--- src/sv/eats_pkg.sv ---
// Shared types and constants for the elliptic arc segmenter.
`default_nettype none
package eats_pkg;

  localparam int CORDIC_ITERATIONS = 16;
  localparam int STEP_TICKS        = 30 * 64;
  localparam int FULL_TURN         = 360 * 64;
  localparam int QUARTER_TURN      = 90 * 64;
  localparam int MAX_SEGMENTS      = 12;
  localparam logic [15:0] POOL_SIZE_RST = 16'd4096;
  localparam logic [15:0] DEPTH_RST     = 16'hFFFF;
  localparam logic [26:0] RAD_SCALE     = 27'd74961321;
  localparam logic signed [17:0] X_SEED = 18'sd19899;
  localparam logic [2:0] ADDR_POOL_SIZE = 3'd0;

  localparam logic [30:0] ATAN_Q30 [0:23] = '{
    31'd843314857, 31'd497837829, 31'd263043836, 31'd133525158, 31'd67021686,
    31'd33543515, 31'd16775850, 31'd8388437, 31'd4194282, 31'd2097149,
    31'd1048575, 31'd524287, 31'd262143, 31'd131071, 31'd65535, 31'd32767,
    31'd16383, 31'd8191, 31'd4095, 31'd2047, 31'd1023, 31'd511, 31'd255,
    31'd127
  };

  typedef enum logic [2:0] {
    ST_IDLE, ST_ARC, ST_RED, ST_ROT, ST_MUL, ST_SUM, ST_STEP, ST_OUT
  } state_t;

  typedef struct packed {
    logic load;
    logic restart;
    logic take;
    logic t_load;
    logic red;
    logic prep;
    logic rot;
    logic mul;
    logic sum;
    logic step;
    logic adv;
  } cmd_t;

  typedef struct packed {
    logic restart_req;
    logic pool_full;
    logic rem_zero;
    logic red_ok;
    logic rot_last;
    logic first;
  } sts_t;

endpackage
`default_nettype wire

--- src/sv/eats_ctrl.sv ---
// Sequencer for arc requests, angle reduction, CORDIC and segment output.
`default_nettype none
module eats_ctrl (
  input  wire logic          clk,
  input  wire logic          rst_n,
  input  wire logic          in_valid,
  output logic               in_ready,
  output logic               out_valid,
  input  wire logic          out_ready,
  input  wire eats_pkg::sts_t sts,
  output eats_pkg::cmd_t     cmd
);
  import eats_pkg::*;

  state_t state_r, state_nxt;

  always_ff @(posedge clk) begin
    if (!rst_n) begin
      state_r <= ST_IDLE;
    end else begin
      state_r <= state_nxt;
    end
  end

  always_comb begin
    state_nxt = state_r;
    cmd       = '0;
    in_ready  = 1'b0;
    out_valid = 1'b0;
    case (state_r)
      ST_IDLE: begin
        in_ready = 1'b1;
        if (in_valid) begin
          cmd.load  = 1'b1;
          state_nxt = ST_ARC;
        end
      end
      ST_ARC: begin
        if (sts.restart_req) begin
          cmd.restart = 1'b1;
          state_nxt   = ST_IDLE;
        end else if (sts.pool_full) begin
          state_nxt = ST_IDLE;
        end else begin
          cmd.take = 1'b1;
          if (sts.rem_zero) begin
            state_nxt = ST_IDLE;
          end else begin
            cmd.t_load = 1'b1;
            state_nxt  = ST_RED;
          end
        end
      end
      ST_RED: begin
        if (sts.red_ok) begin
          cmd.prep  = 1'b1;
          state_nxt = ST_ROT;
        end else begin
          cmd.red = 1'b1;
        end
      end
      ST_ROT: begin
        cmd.rot = 1'b1;
        if (sts.rot_last) state_nxt = ST_MUL;
      end
      ST_MUL: begin
        cmd.mul   = 1'b1;
        state_nxt = ST_SUM;
      end
      ST_SUM: begin
        cmd.sum   = 1'b1;
        state_nxt = sts.first ? ST_STEP : ST_OUT;
      end
      ST_STEP: begin
        cmd.step  = 1'b1;
        state_nxt = ST_RED;
      end
      ST_OUT: begin
        out_valid = 1'b1;
        if (out_ready) begin
          cmd.adv   = 1'b1;
          state_nxt = sts.rem_zero ? ST_IDLE : ST_STEP;
        end
      end
      default: state_nxt = ST_IDLE;
    endcase
  end

endmodule
`default_nettype wire

--- src/sv/eats_dp.sv ---
// Datapath: request registers, depth pool, angle reduction, CORDIC, point math.
`default_nettype none
module eats_dp (
  input  wire logic                clk,
  input  wire logic                rst_n,
  input  wire eats_pkg::cmd_t      cmd,
  output eats_pkg::sts_t           sts,
  input  wire logic                cfg_wr,
  input  wire logic [15:0]         cfg_data,
  output logic [15:0]              pool_size,
  input  wire logic                in_req_type,
  input  wire logic signed [15:0]  in_box_x,
  input  wire logic signed [15:0]  in_box_y,
  input  wire logic [14:0]         in_box_width,
  input  wire logic [14:0]         in_box_height,
  input  wire logic signed [16:0]  in_start_angle,
  input  wire logic signed [16:0]  in_extent_angle,
  input  wire logic [15:0]         in_pen_color,
  output logic signed [16:0]       out_seg_x_start,
  output logic signed [16:0]       out_seg_y_start,
  output logic signed [16:0]       out_seg_x_end,
  output logic signed [16:0]       out_seg_y_end,
  output logic [15:0]              out_seg_color,
  output logic [15:0]              out_seg_depth,
  output logic                     out_seg_last
);
  import eats_pkg::*;

  logic [15:0] pool_size_r, pool_used_r, depth_r;
  logic        req_r, dir_neg_r, first_r;
  logic signed [15:0] bx_r, by_r;
  logic [14:0] w_r, h_r;
  logic [15:0] color_r;
  logic signed [17:0] cur_r, t_r;
  logic [14:0] rem_r;
  logic [3:0]  n_r;
  logic [1:0]  q_r;
  logic signed [32:0] z_r;
  logic signed [17:0] x_r, y_r;
  logic [4:0]  i_r;
  logic signed [31:0] px_prod_r, py_prod_r;
  logic signed [16:0] x1_r, y1_r, x2_r, y2_r;

  // request decode
  logic [16:0] ext_abs;
  logic [14:0] ext_clamp;
  always_comb begin
    ext_abs   = in_extent_angle[16] ? 17'(-in_extent_angle) : in_extent_angle;
    ext_clamp = (ext_abs > 17'(FULL_TURN)) ? 15'(FULL_TURN) : ext_abs[14:0];
  end

  // next step of the arc
  logic        short_step;
  logic [14:0] step_len;
  logic signed [17:0] cur_nxt;
  always_comb begin
    short_step = (n_r == 4'(MAX_SEGMENTS - 1)) || (rem_r <= 15'(STEP_TICKS));
    step_len   = short_step ? rem_r : 15'(STEP_TICKS);
    cur_nxt    = dir_neg_r ? cur_r - $signed({3'b000, step_len})
                           : cur_r + $signed({3'b000, step_len});
  end

  // quadrant split and radian conversion
  logic [1:0]  q_c;
  logic [12:0] r_c;
  logic [39:0] rad_prod;
  always_comb begin
    if (t_r >= 18'sd17280)      q_c = 2'd3;
    else if (t_r >= 18'sd11520) q_c = 2'd2;
    else if (t_r >= 18'sd5760)  q_c = 2'd1;
    else                        q_c = 2'd0;
    r_c      = 13'(t_r - 18'($signed({1'b0, q_c}) * QUARTER_TURN));
    rad_prod = 40'(r_c) * 40'(RAD_SCALE) + 40'd128;
  end

  // saturation and quadrant mapping
  logic signed [15:0] xs, ys, cos_c, sin_c;
  always_comb begin
    xs = (x_r > 18'sd32767) ? 16'sd32767 : (x_r < -18'sd32767) ? -16'sd32767 : x_r[15:0];
    ys = (y_r > 18'sd32767) ? 16'sd32767 : (y_r < -18'sd32767) ? -16'sd32767 : y_r[15:0];
    case (q_r)
      2'd0: begin cos_c = xs;  sin_c = ys;  end
      2'd1: begin cos_c = -ys; sin_c = xs;  end
      2'd2: begin cos_c = -xs; sin_c = -ys; end
      default: begin cos_c = ys; sin_c = -xs; end
    endcase
  end

  // point sums, truncated toward zero
  logic signed [17:0] bsx, bsy;
  logic signed [33:0] sx, sy;
  logic signed [16:0] px_c, py_c;
  always_comb begin
    bsx = $signed({bx_r[15], bx_r, 1'b0}) + $signed({3'b000, w_r});
    bsy = $signed({by_r[15], by_r, 1'b0}) + $signed({3'b000, h_r});
    sx  = $signed({bsx[17], bsx, 15'd0}) + 34'(px_prod_r);
    sy  = $signed({bsy[17], bsy, 15'd0}) - 34'(py_prod_r);
    if (sx < 0) sx = sx + 34'sd65535;
    if (sy < 0) sy = sy + 34'sd65535;
    px_c = sx[32:16];
    py_c = sy[32:16];
  end

  always_ff @(posedge clk) begin
    if (!rst_n) begin
      pool_size_r <= POOL_SIZE_RST;
      pool_used_r <= '0;
      depth_r     <= DEPTH_RST;
    end else begin
      if (cfg_wr) pool_size_r <= cfg_data;
      if (cmd.restart) begin
        pool_used_r <= '0;
        depth_r     <= DEPTH_RST;
      end else if (cmd.take) begin
        pool_used_r <= pool_used_r + 16'd1;
        depth_r     <= depth_r - 16'd1;
      end
    end
  end

  always_ff @(posedge clk) begin
    if (cmd.load) begin
      req_r     <= in_req_type;
      bx_r      <= in_box_x;
      by_r      <= in_box_y;
      w_r       <= in_box_width;
      h_r       <= in_box_height;
      color_r   <= in_pen_color;
      cur_r     <= 18'(in_start_angle);
      dir_neg_r <= in_extent_angle[16];
      rem_r     <= ext_clamp;
      n_r       <= '0;
      first_r   <= 1'b1;
    end
    if (cmd.t_load) t_r <= cur_r;
    if (cmd.step) begin
      cur_r <= cur_nxt;
      t_r   <= cur_nxt;
      rem_r <= short_step ? 15'd0 : rem_r - 15'(STEP_TICKS);
      n_r   <= n_r + 4'd1;
    end
    if (cmd.red) begin
      t_r <= (t_r < 0) ? t_r + 18'(FULL_TURN) : t_r - 18'(FULL_TURN);
    end
    if (cmd.prep) begin
      q_r <= q_c;
      z_r <= $signed({1'b0, rad_prod[39:8]});
      x_r <= X_SEED;
      y_r <= '0;
      i_r <= '0;
    end
    if (cmd.rot) begin
      if (!z_r[32]) begin
        x_r <= x_r - (y_r >>> i_r);
        y_r <= y_r + (x_r >>> i_r);
        z_r <= z_r - $signed({2'b00, ATAN_Q30[i_r]});
      end else begin
        x_r <= x_r + (y_r >>> i_r);
        y_r <= y_r - (x_r >>> i_r);
        z_r <= z_r + $signed({2'b00, ATAN_Q30[i_r]});
      end
      i_r <= i_r + 5'd1;
    end
    if (cmd.mul) begin
      px_prod_r <= $signed({1'b0, w_r}) * cos_c;
      py_prod_r <= $signed({1'b0, h_r}) * sin_c;
    end
    if (cmd.sum) begin
      x2_r <= px_c;
      y2_r <= py_c;
      if (first_r) begin
        x1_r    <= px_c;
        y1_r    <= py_c;
        first_r <= 1'b0;
      end
    end
    if (cmd.adv) begin
      x1_r <= x2_r;
      y1_r <= y2_r;
    end
  end

  always_comb begin
    sts.restart_req = req_r;
    sts.pool_full   = pool_used_r >= pool_size_r;
    sts.rem_zero    = rem_r == 15'd0;
    sts.red_ok      = (t_r >= 0) && (t_r < 18'(FULL_TURN));
    sts.rot_last    = i_r == 5'(CORDIC_ITERATIONS - 1);
    sts.first       = first_r;
  end

  assign pool_size       = pool_size_r;
  assign out_seg_x_start = x1_r;
  assign out_seg_y_start = y1_r;
  assign out_seg_x_end   = x2_r;
  assign out_seg_y_end   = y2_r;
  assign out_seg_color   = color_r;
  assign out_seg_depth   = depth_r;
  assign out_seg_last    = rem_r == 15'd0;

endmodule
`default_nettype wire

--- src/sv/elliptic_arc_to_segments.sv ---
// Top level of the elliptic arc to line segment converter.
//
//  channel | direction | handshake             | content
//  in_     | input     | in_valid / in_ready   | arc request or frame restart
//  out_    | output    | out_valid / out_ready | one line segment per item
//  cfg_    | input     | APB psel/penable      | pool_size at address 0
//
// Each arc point runs any angle reduction steps needed, one radian conversion,
// 16 CORDIC iterations through one shared rotator, one multiply and one
// sum step; each segment adds a step and an output state. An arc of
// 12 segments takes 13 points. One item is in work at a time; in_ready is
// high only when idle. A stalled output holds the segment until taken.
// Reset is synchronous: pool emptied, depth 65535, pool_size 4096.
`default_nettype none
module elliptic_arc_to_segments (
  input  wire logic               clk,
  input  wire logic               rst_n,
  input  wire logic               in_valid,
  output logic                    in_ready,
  input  wire logic               in_req_type,
  input  wire logic signed [15:0] in_box_x,
  input  wire logic signed [15:0] in_box_y,
  input  wire logic [14:0]        in_box_width,
  input  wire logic [14:0]        in_box_height,
  input  wire logic signed [16:0] in_start_angle,
  input  wire logic signed [16:0] in_extent_angle,
  input  wire logic [15:0]        in_pen_color,
  output logic                    out_valid,
  input  wire logic               out_ready,
  output logic signed [16:0]      out_seg_x_start,
  output logic signed [16:0]      out_seg_y_start,
  output logic signed [16:0]      out_seg_x_end,
  output logic signed [16:0]      out_seg_y_end,
  output logic [15:0]             out_seg_color,
  output logic [15:0]             out_seg_depth,
  output logic                    out_seg_last,
  input  wire logic               cfg_psel,
  input  wire logic               cfg_penable,
  input  wire logic               cfg_pwrite,
  input  wire logic [2:0]         cfg_paddr,
  input  wire logic [31:0]        cfg_pwdata,
  output logic [31:0]             cfg_prdata,
  output logic                    cfg_pready
);
  import eats_pkg::*;

  cmd_t        cmd;
  sts_t        sts;
  logic        cfg_wr;
  logic [15:0] pool_size;

  assign cfg_pready = 1'b1;
  assign cfg_wr     = cfg_psel && cfg_penable && cfg_pwrite && (cfg_paddr == ADDR_POOL_SIZE);
  assign cfg_prdata = (cfg_paddr == ADDR_POOL_SIZE) ? {16'd0, pool_size} : 32'd0;

  eats_ctrl u_ctrl (
    .clk       (clk),
    .rst_n     (rst_n),
    .in_valid  (in_valid),
    .in_ready  (in_ready),
    .out_valid (out_valid),
    .out_ready (out_ready),
    .sts       (sts),
    .cmd       (cmd)
  );

  eats_dp u_dp (
    .clk             (clk),
    .rst_n           (rst_n),
    .cmd             (cmd),
    .sts             (sts),
    .cfg_wr          (cfg_wr),
    .cfg_data        (cfg_pwdata[15:0]),
    .pool_size       (pool_size),
    .in_req_type     (in_req_type),
    .in_box_x        (in_box_x),
    .in_box_y        (in_box_y),
    .in_box_width    (in_box_width),
    .in_box_height   (in_box_height),
    .in_start_angle  (in_start_angle),
    .in_extent_angle (in_extent_angle),
    .in_pen_color    (in_pen_color),
    .out_seg_x_start (out_seg_x_start),
    .out_seg_y_start (out_seg_y_start),
    .out_seg_x_end   (out_seg_x_end),
    .out_seg_y_end   (out_seg_y_end),
    .out_seg_color   (out_seg_color),
    .out_seg_depth   (out_seg_depth),
    .out_seg_last    (out_seg_last)
  );

endmodule
`default_nettype wire
--- config.mk ---
export PLATFORM = sky130hd
export DESIGN_NAME = elliptic_arc_to_segments
export DESIGN_NICKNAME = d
export VERILOG_FILES = /design/src/sv/eats_pkg.sv /design/src/sv/eats_ctrl.sv /design/src/sv/eats_dp.sv /design/src/sv/elliptic_arc_to_segments.sv
export SDC_FILE = /design/constraint.sdc
export NUM_CORES = 2
export LEC_CHECK = 0
export BUFFER_PORTS_ARGS = -buffer_cell sky130_fd_sc_hd__buf_2
export CORE_UTILIZATION = 65
export CTS_CLUSTER_DIAMETER = 60
export DETAILED_ROUTE_END_ITERATION = 16
export GPL_TIMING_DRIVEN = 0
export PLACE_DENSITY = 0.95
export SLEW_MARGIN = 10
export SYNTH_ARGS = -nofsm -noshare
export SYNTH_HDL_FRONTEND = slang
export SYNTH_SLANG_ARGS = --single-unit
--- constraint.sdc ---
create_clock -name clk -period 18.3 [get_ports clk]
set_clock_uncertainty 0.15 [all_clocks]
set_input_delay 1.83 -clock clk [delete_from_list [all_inputs] [get_ports clk]]
set_output_delay 1.83 -clock clk [all_outputs]
set_load 0.02 [all_outputs]
* Yosys cells after proc, flatten, opt, wreduce, memory -nomap -nowiden
Memories as Yosys holds them, arrays and structs flattened.
Index checks and enable logic that the tools add are counted.
** Storage, ports and cells
- Flip-flop bits (word level) :: 395
- ROM bits :: 992
- Output and inout port bits :: 136
- Memories kept :: 1
** Memories
- (no name shown) :: depth 32, bits a word 31, rd ports 1, clocked after memory_dff 0, wr ports 0, RTL line eats_dp.sv:156 : z_r <= z_r - $signed({2'b00, ATAN_Q30[i_r]});
** Operators by class
- Add/subtract/negate cells :: 26
- Multiply operators :: 4
- $lt $le $gt $ge :: 16
- Equality and inequality tests :: 15
- Shift operators :: 2
- Muxes and demuxes :: 77
- Bitwise gates (word level) :: 2
- Reductions and logical operators :: 17
** Operators with widths (number)
- 18-bit two-way mux :: 13
- 33-bit two-way mux :: 5
- 17-bit two-way mux :: 7
- 16-bit case mux with 3 select lines :: 2
- 16-bit two-way mux :: 5
- 15-bit two-way mux :: 5
- 34-bit by 1-bit < comparator with 1-bit output, second input constant :: 2
- 33-bit by 17-bit adder with 33-bit output, second input constant :: 2
- 16-bit by 16-bit multiplier with 32-bit output :: 2
- 31-bit two-way mux :: 2
- 18-bit by 16-bit < comparator with 1-bit output, second input constant :: 3
- 40-bit by 8-bit adder with 40-bit output, second input constant :: 1
- 13-bit by 27-bit multiplier with 40-bit output, second input constant :: 1
- 17-bit by 16-bit adder with 18-bit output :: 2
- 18-bit adder :: 2
- 18-bit by 16-bit > comparator with 1-bit output, second input constant :: 2
- 18-bit by 5-bit >>> shifter with 18-bit output :: 2
- 18-bit subtractor :: 2
- 33-bit by 32-bit adder with 34-bit output :: 1
- 33-bit by 32-bit subtractor with 34-bit output :: 1
- 33-bit by 32-bit adder with 33-bit output :: 1
- 33-bit by 32-bit subtractor with 33-bit output :: 1
- 16-bit negation :: 2
- 3-bit case mux with 8 select lines :: 1
- 46 further kinds :: 92

* Depth between registers and ports, before layout
- Depth after elaboration :: 10
- Gate-level depth with buffers :: 41
- Depth with buffers taken out :: 38

* By module
Synthesis repeated with hierarchy kept, for this count alone.
** Unflattened totals
- Cells, all modules :: 5583
- Area, all modules :: 51896.0 µm²
** By module, submodules not included
- eats_dp :: instances 1, cells each 5506, area an instance 51311.7 µm²
- eats_ctrl :: instances 1, cells each 39, area an instance 312.8 µm²
- elliptic_arc_to_segments :: instances 1, cells each 38, area an instance 271.5 µm²

* Least setup slack after synthesis
Ideal clock, no wire load.
- Kind :: flip-flop to flip-flop
- From :: register u_dp.y_r[3]
- To :: register u_dp.py_prod_r[30], data pin
- Setup time :: 0.260 ns
- Data arrival time :: 9.034 ns
- Data required time :: 17.890 ns
- Path slack :: 8.856 ns
- Stages on the path, launching flop included :: 38
- Period minus slack after synthesis :: 9.444 ns
- Cells stage by stage :: edfxtp_1 -> or3_1 -> nor4_2 -> a41o_1 -> nand2_1 -> clkbuf_1 -> clkbuf_1 -> nand2_1 -> nand2_1 -> inv_1 -> ha_1 -> nand2_1 -> a21oi_1 -> a21boi_0 -> o211ai_1 -> a21oi_1 -> nor3_1 -> clkbuf_1 -> [... 2 more ...] -> fa_1 -> inv_1 -> fa_1 -> fa_1 -> fa_1 -> inv_1 -> fa_1 -> inv_1 -> ha_1 -> a21o_1 -> a21o_1 -> nor4_1 -> o21ai_0 -> a31o_2 -> a221o_1 -> a211o_1 -> a21boi_0 -> xnor2_1
** On the way
- Word-level cells in the longest chain between the ends :: 6
** Ends and longest elaborated chain
- from (decl) :: RTL line eats_dp.sv:39 : logic signed [17:0] x_r, y_r;
- from (signal assigned) :: RTL line eats_dp.sv:155 : y_r <= y_r + (x_r >>> i_r);
- from (signal assigned) :: RTL line eats_dp.sv:159 : y_r <= y_r - (x_r >>> i_r);
- 18-bit by 16-bit < comparator with 1-bit output :: RTL line eats_dp.sv:80 : ys = (y_r > 18'sd32767) ? 16'sd32767 : (y_r < -18'sd32767) ? -16'sd32767 : y_r[15:0];
- 16-bit two-way mux :: RTL line eats_dp.sv:80
- 16-bit two-way mux * :: RTL line eats_dp.sv:80
- 16-bit negation :: RTL line eats_dp.sv:84 : 2'd2: begin cos_c = -xs; sin_c = -ys; end
- 16-bit case mux with 3 select lines * :: RTL line eats_dp.sv:81 : case (q_r)
- 16-bit by 16-bit multiplier with 32-bit output * :: RTL line eats_dp.sv:166 : py_prod_r <= $signed({1'b0, h_r}) * sin_c;
- to (signal assigned) :: RTL line eats_dp.sv:166
- to (decl) :: RTL line eats_dp.sv:41 : logic signed [31:0] px_prod_r, py_prod_r;
Every way passes the cells marked *; elsewhere a longest branch is shown, timed or not.
A chain may end at the register's enable or synchronous reset.

* Worst setup path after layout
Ends and elaborated chain as after synthesis.

==> results.json <==
{
  "die_y_um": 284,
  "cts_setup_buffers": 0,
  "layout_common_cells": "749 x inv_1, 585 x ha_1, 544 x nand2_1",
  "end_kind": "flop",
  "hold_viol_final": 0,
  "synth_ff_type": "edfxtp_1",
  "async_reset_ff_share_pct": 0,
  "path_buf_inv": 7,
  "max_slew_margin_pct": 11.1,
  "max-cap-violations": 0,
  "cts_hold_buf": 0,
  "clk_latency_ns": 0.63,
  "root_buffer": "clkbuf_16",
  "mostFrequentLayoutCell": "inv_1",
  "syn_inst": 5566,
  "syn_to_final_growth_pct": 8.78,
  "yosys.cell_types.count": 98,
  "die_x_um": 284,
  "whs_ns": 0.328,
  "cpPeakStageDelay_ns": 1.09,
  "period_needed_ns": 12.00,
  "timing.setup.tns_ns": 0,
  "gp_congestion": 1.02,
  "cts-resized-gates": 0,
  "crit_path_start_kind": "flop",
  "yosysWarnings": 0,
  "antenna_found_initial": 9,
  "cts_tree": "built",
  "required_ns": 18.52,
  "dieArea_mm2": 0.0807,
  "ys_seq_elements": 395,
  "synth_edf_count": 343,
  "grt_overflow": 0,
  "synthTopCellsByArea": "edfxtp_1 20%, fa_1 19%, ha_1 14%",
  "fin_util_pct": 71.3,
  "io_pins": 291,
  "path_max_fanout": 10,
  "r2r_slack_ns": 6.30,
  "final_cell_area_mm2": 0.0563,
  "place_hpwl_um": 114000,
  "start_util_pct": 65.6,
  "status": "finished, final reports clean",
  "setup_viol": 0,
  "yosysSeqAreaShare_pct": 21.9,
  "slew_violations": 0,
  "cp-startpoint": "u_dp.y_r[3]$_SDFFCE_PN0P_",
  "cts_made_buffers": 51,
  "slowest_stage": "nor3_1",
  "drcViolationCount": 0,
  "drtIter0Drc": 4717,
  "grt_pass1_wl_um": 239000,
  "num_rows": 103,
  "crit_type": "reg2reg",
  "r2r_start": "u_dp.y_r[3]$_SDFFCE_PN0P_",
  "cp_top_family": "adder cells",
  "io_buffers": 253,
  "rsz0062_at_grt": "false",
  "syn_area_mm2": 0.0517,
  "syn_area_per_cell_um2": 9.29,
  "worstMarginPinSlew_ns": 1.32,
  "grt_usage_pct": 36.9,
  "wl_um": 150000,
  "wl_per_cell_um": 21.4,
  "coreArea_mm2": 0.0789,
  "arrival_ns": 12.22,
  "clockBufferDepth": 3,
  "htreeDepth": 2,
  "cp_common_cell": "fa_1",
  "via_per_inst": 6.43,
  "nets": 7118,
  "synth_top_area_cell": "edfxtp_1",
  "cts_num_sinks": 395,
  "first_global_vias": 46200,
  "final_layout_size_suffix_gt1_share_pct": 9.28,
  "grt_max_degree": 46,
  "hp-class": "reg2reg",
  "fmax_mhz": 83.4,
  "hold_start": "u_dp.pool_size[11]$_SDFFE_PN0P_",
  "netlist.area_leader.share_pct": 19.9,
  "first_pass_iters": 9,
  "placed_area_mm2": 0.0545,
  "path_clk_slew_ns": 0.06,
  "fin_crit_sh_pct": 65.5,
  "vias": 45000,
  "ant_nets": 0
}
-- synth_stat cells, drive strengths merged, types with 26 or more instances --
cell type and n:
nand4 26, or3 38, mux2 49, nor4 35, edfxtp 343, fa 480, nor2 314, o21a 41
nand2b 36, o21ai 198, and3 53, mux4 52, mux2i 40, or2 34, a31oi 54, a21oi 284
o21bai 39, nor2b 30, clkbuf 182, nor3 100, and2 269, xnor2 227, a21o 93, inv 751
ha 585, nand2 546, buf 48, a211oi 35, a21boi 29, nand3 89, dfxtp 52, xor2 131
-- cell families (layout without fill, tap and decap cells) --
logic type	count (synthesis)	after routing	share of synthesized area (%)
AO/OA/AOI/OAI	981	981	12.2
XOR/XNOR	358	358	6.06
adder cells (fa/ha/maj)	1065	1065	32.7
buffers and inverters	982	1339	7.29
flip-flops	395	395	21.9
multiplexers	141	141	4.11
other	2	21	0.0145
AND/OR/NAND/NOR	1642	1642	15.6
-- final timing paths --
check | to | cells after the start
hold reg to reg | u_dp.pool_size[11]$_SDFFE_PN0P_ | 2
hold / removal | u_dp.pool_size[11]$_SDFFE_PN0P_ | 2
setup / recovery | u_dp.py_prod_r[30]$_DFFE_PP_ | 37
setup reg to reg | u_dp.py_prod_r[30]$_DFFE_PP_ | 37
-- per-layer routing --
metal	track usage [%]	up-vias	part of all wire (%)
li1	-	19600	-
met1	42.5	21300	35
met2	62.1	3111	48
met3	8.23	958	10
met4	23.5	12	7.3
met5	0.119	-	0.055
-- final cells by class --
type | instances | area (um2)
diodes | 4 | 10.0
plain buffers | 230 | 947
clock buffers | 53 | 1280
clock inverters | 40 | 454
fillers | 5180 | 22600
inverters | 752 | 2830
multi-input cells | 4204 | 36700
flip-flops and latches | 395 | 11300
well taps | 1050 | 1310
repair buffers | 264 | 1390
-- through the flow --
step,setup WS (ns),cells
after detailed placement,6.58,6895
after CTS,6.56,6988
after floorplan,8.86,5581
after global routing,5.79,6990
final,6.30,6992
after global placement,6.88,6884
-- flip-flops by register name (all words and copies together), names as in the netlist, 17 cells and up --
| signal | count |
|---|---|
| u_dp.cur_r | 18 |
| u_dp.out_seg_x_end | 17 |
| u_dp.out_seg_x_start | 17 |
| u_dp.out_seg_y_end | 17 |
| u_dp.out_seg_y_start | 17 |
| u_dp.px_prod_r | 32 |
| u_dp.py_prod_r | 32 |
| u_dp.t_r | 18 |
| u_dp.x_r | 18 |
| u_dp.y_r | 18 |
| u_dp.z_r | 33 |
-- tightest hold or removal path, cell delays in order (launching register included) --
cell	delay (ns)
dfxtp_1	0.32
nand2_1	0.05
a21boi_0	0.06
Power is not shown: default switching activity piles up to over one toggle a cycle in this logic, so the estimate is an artifact.
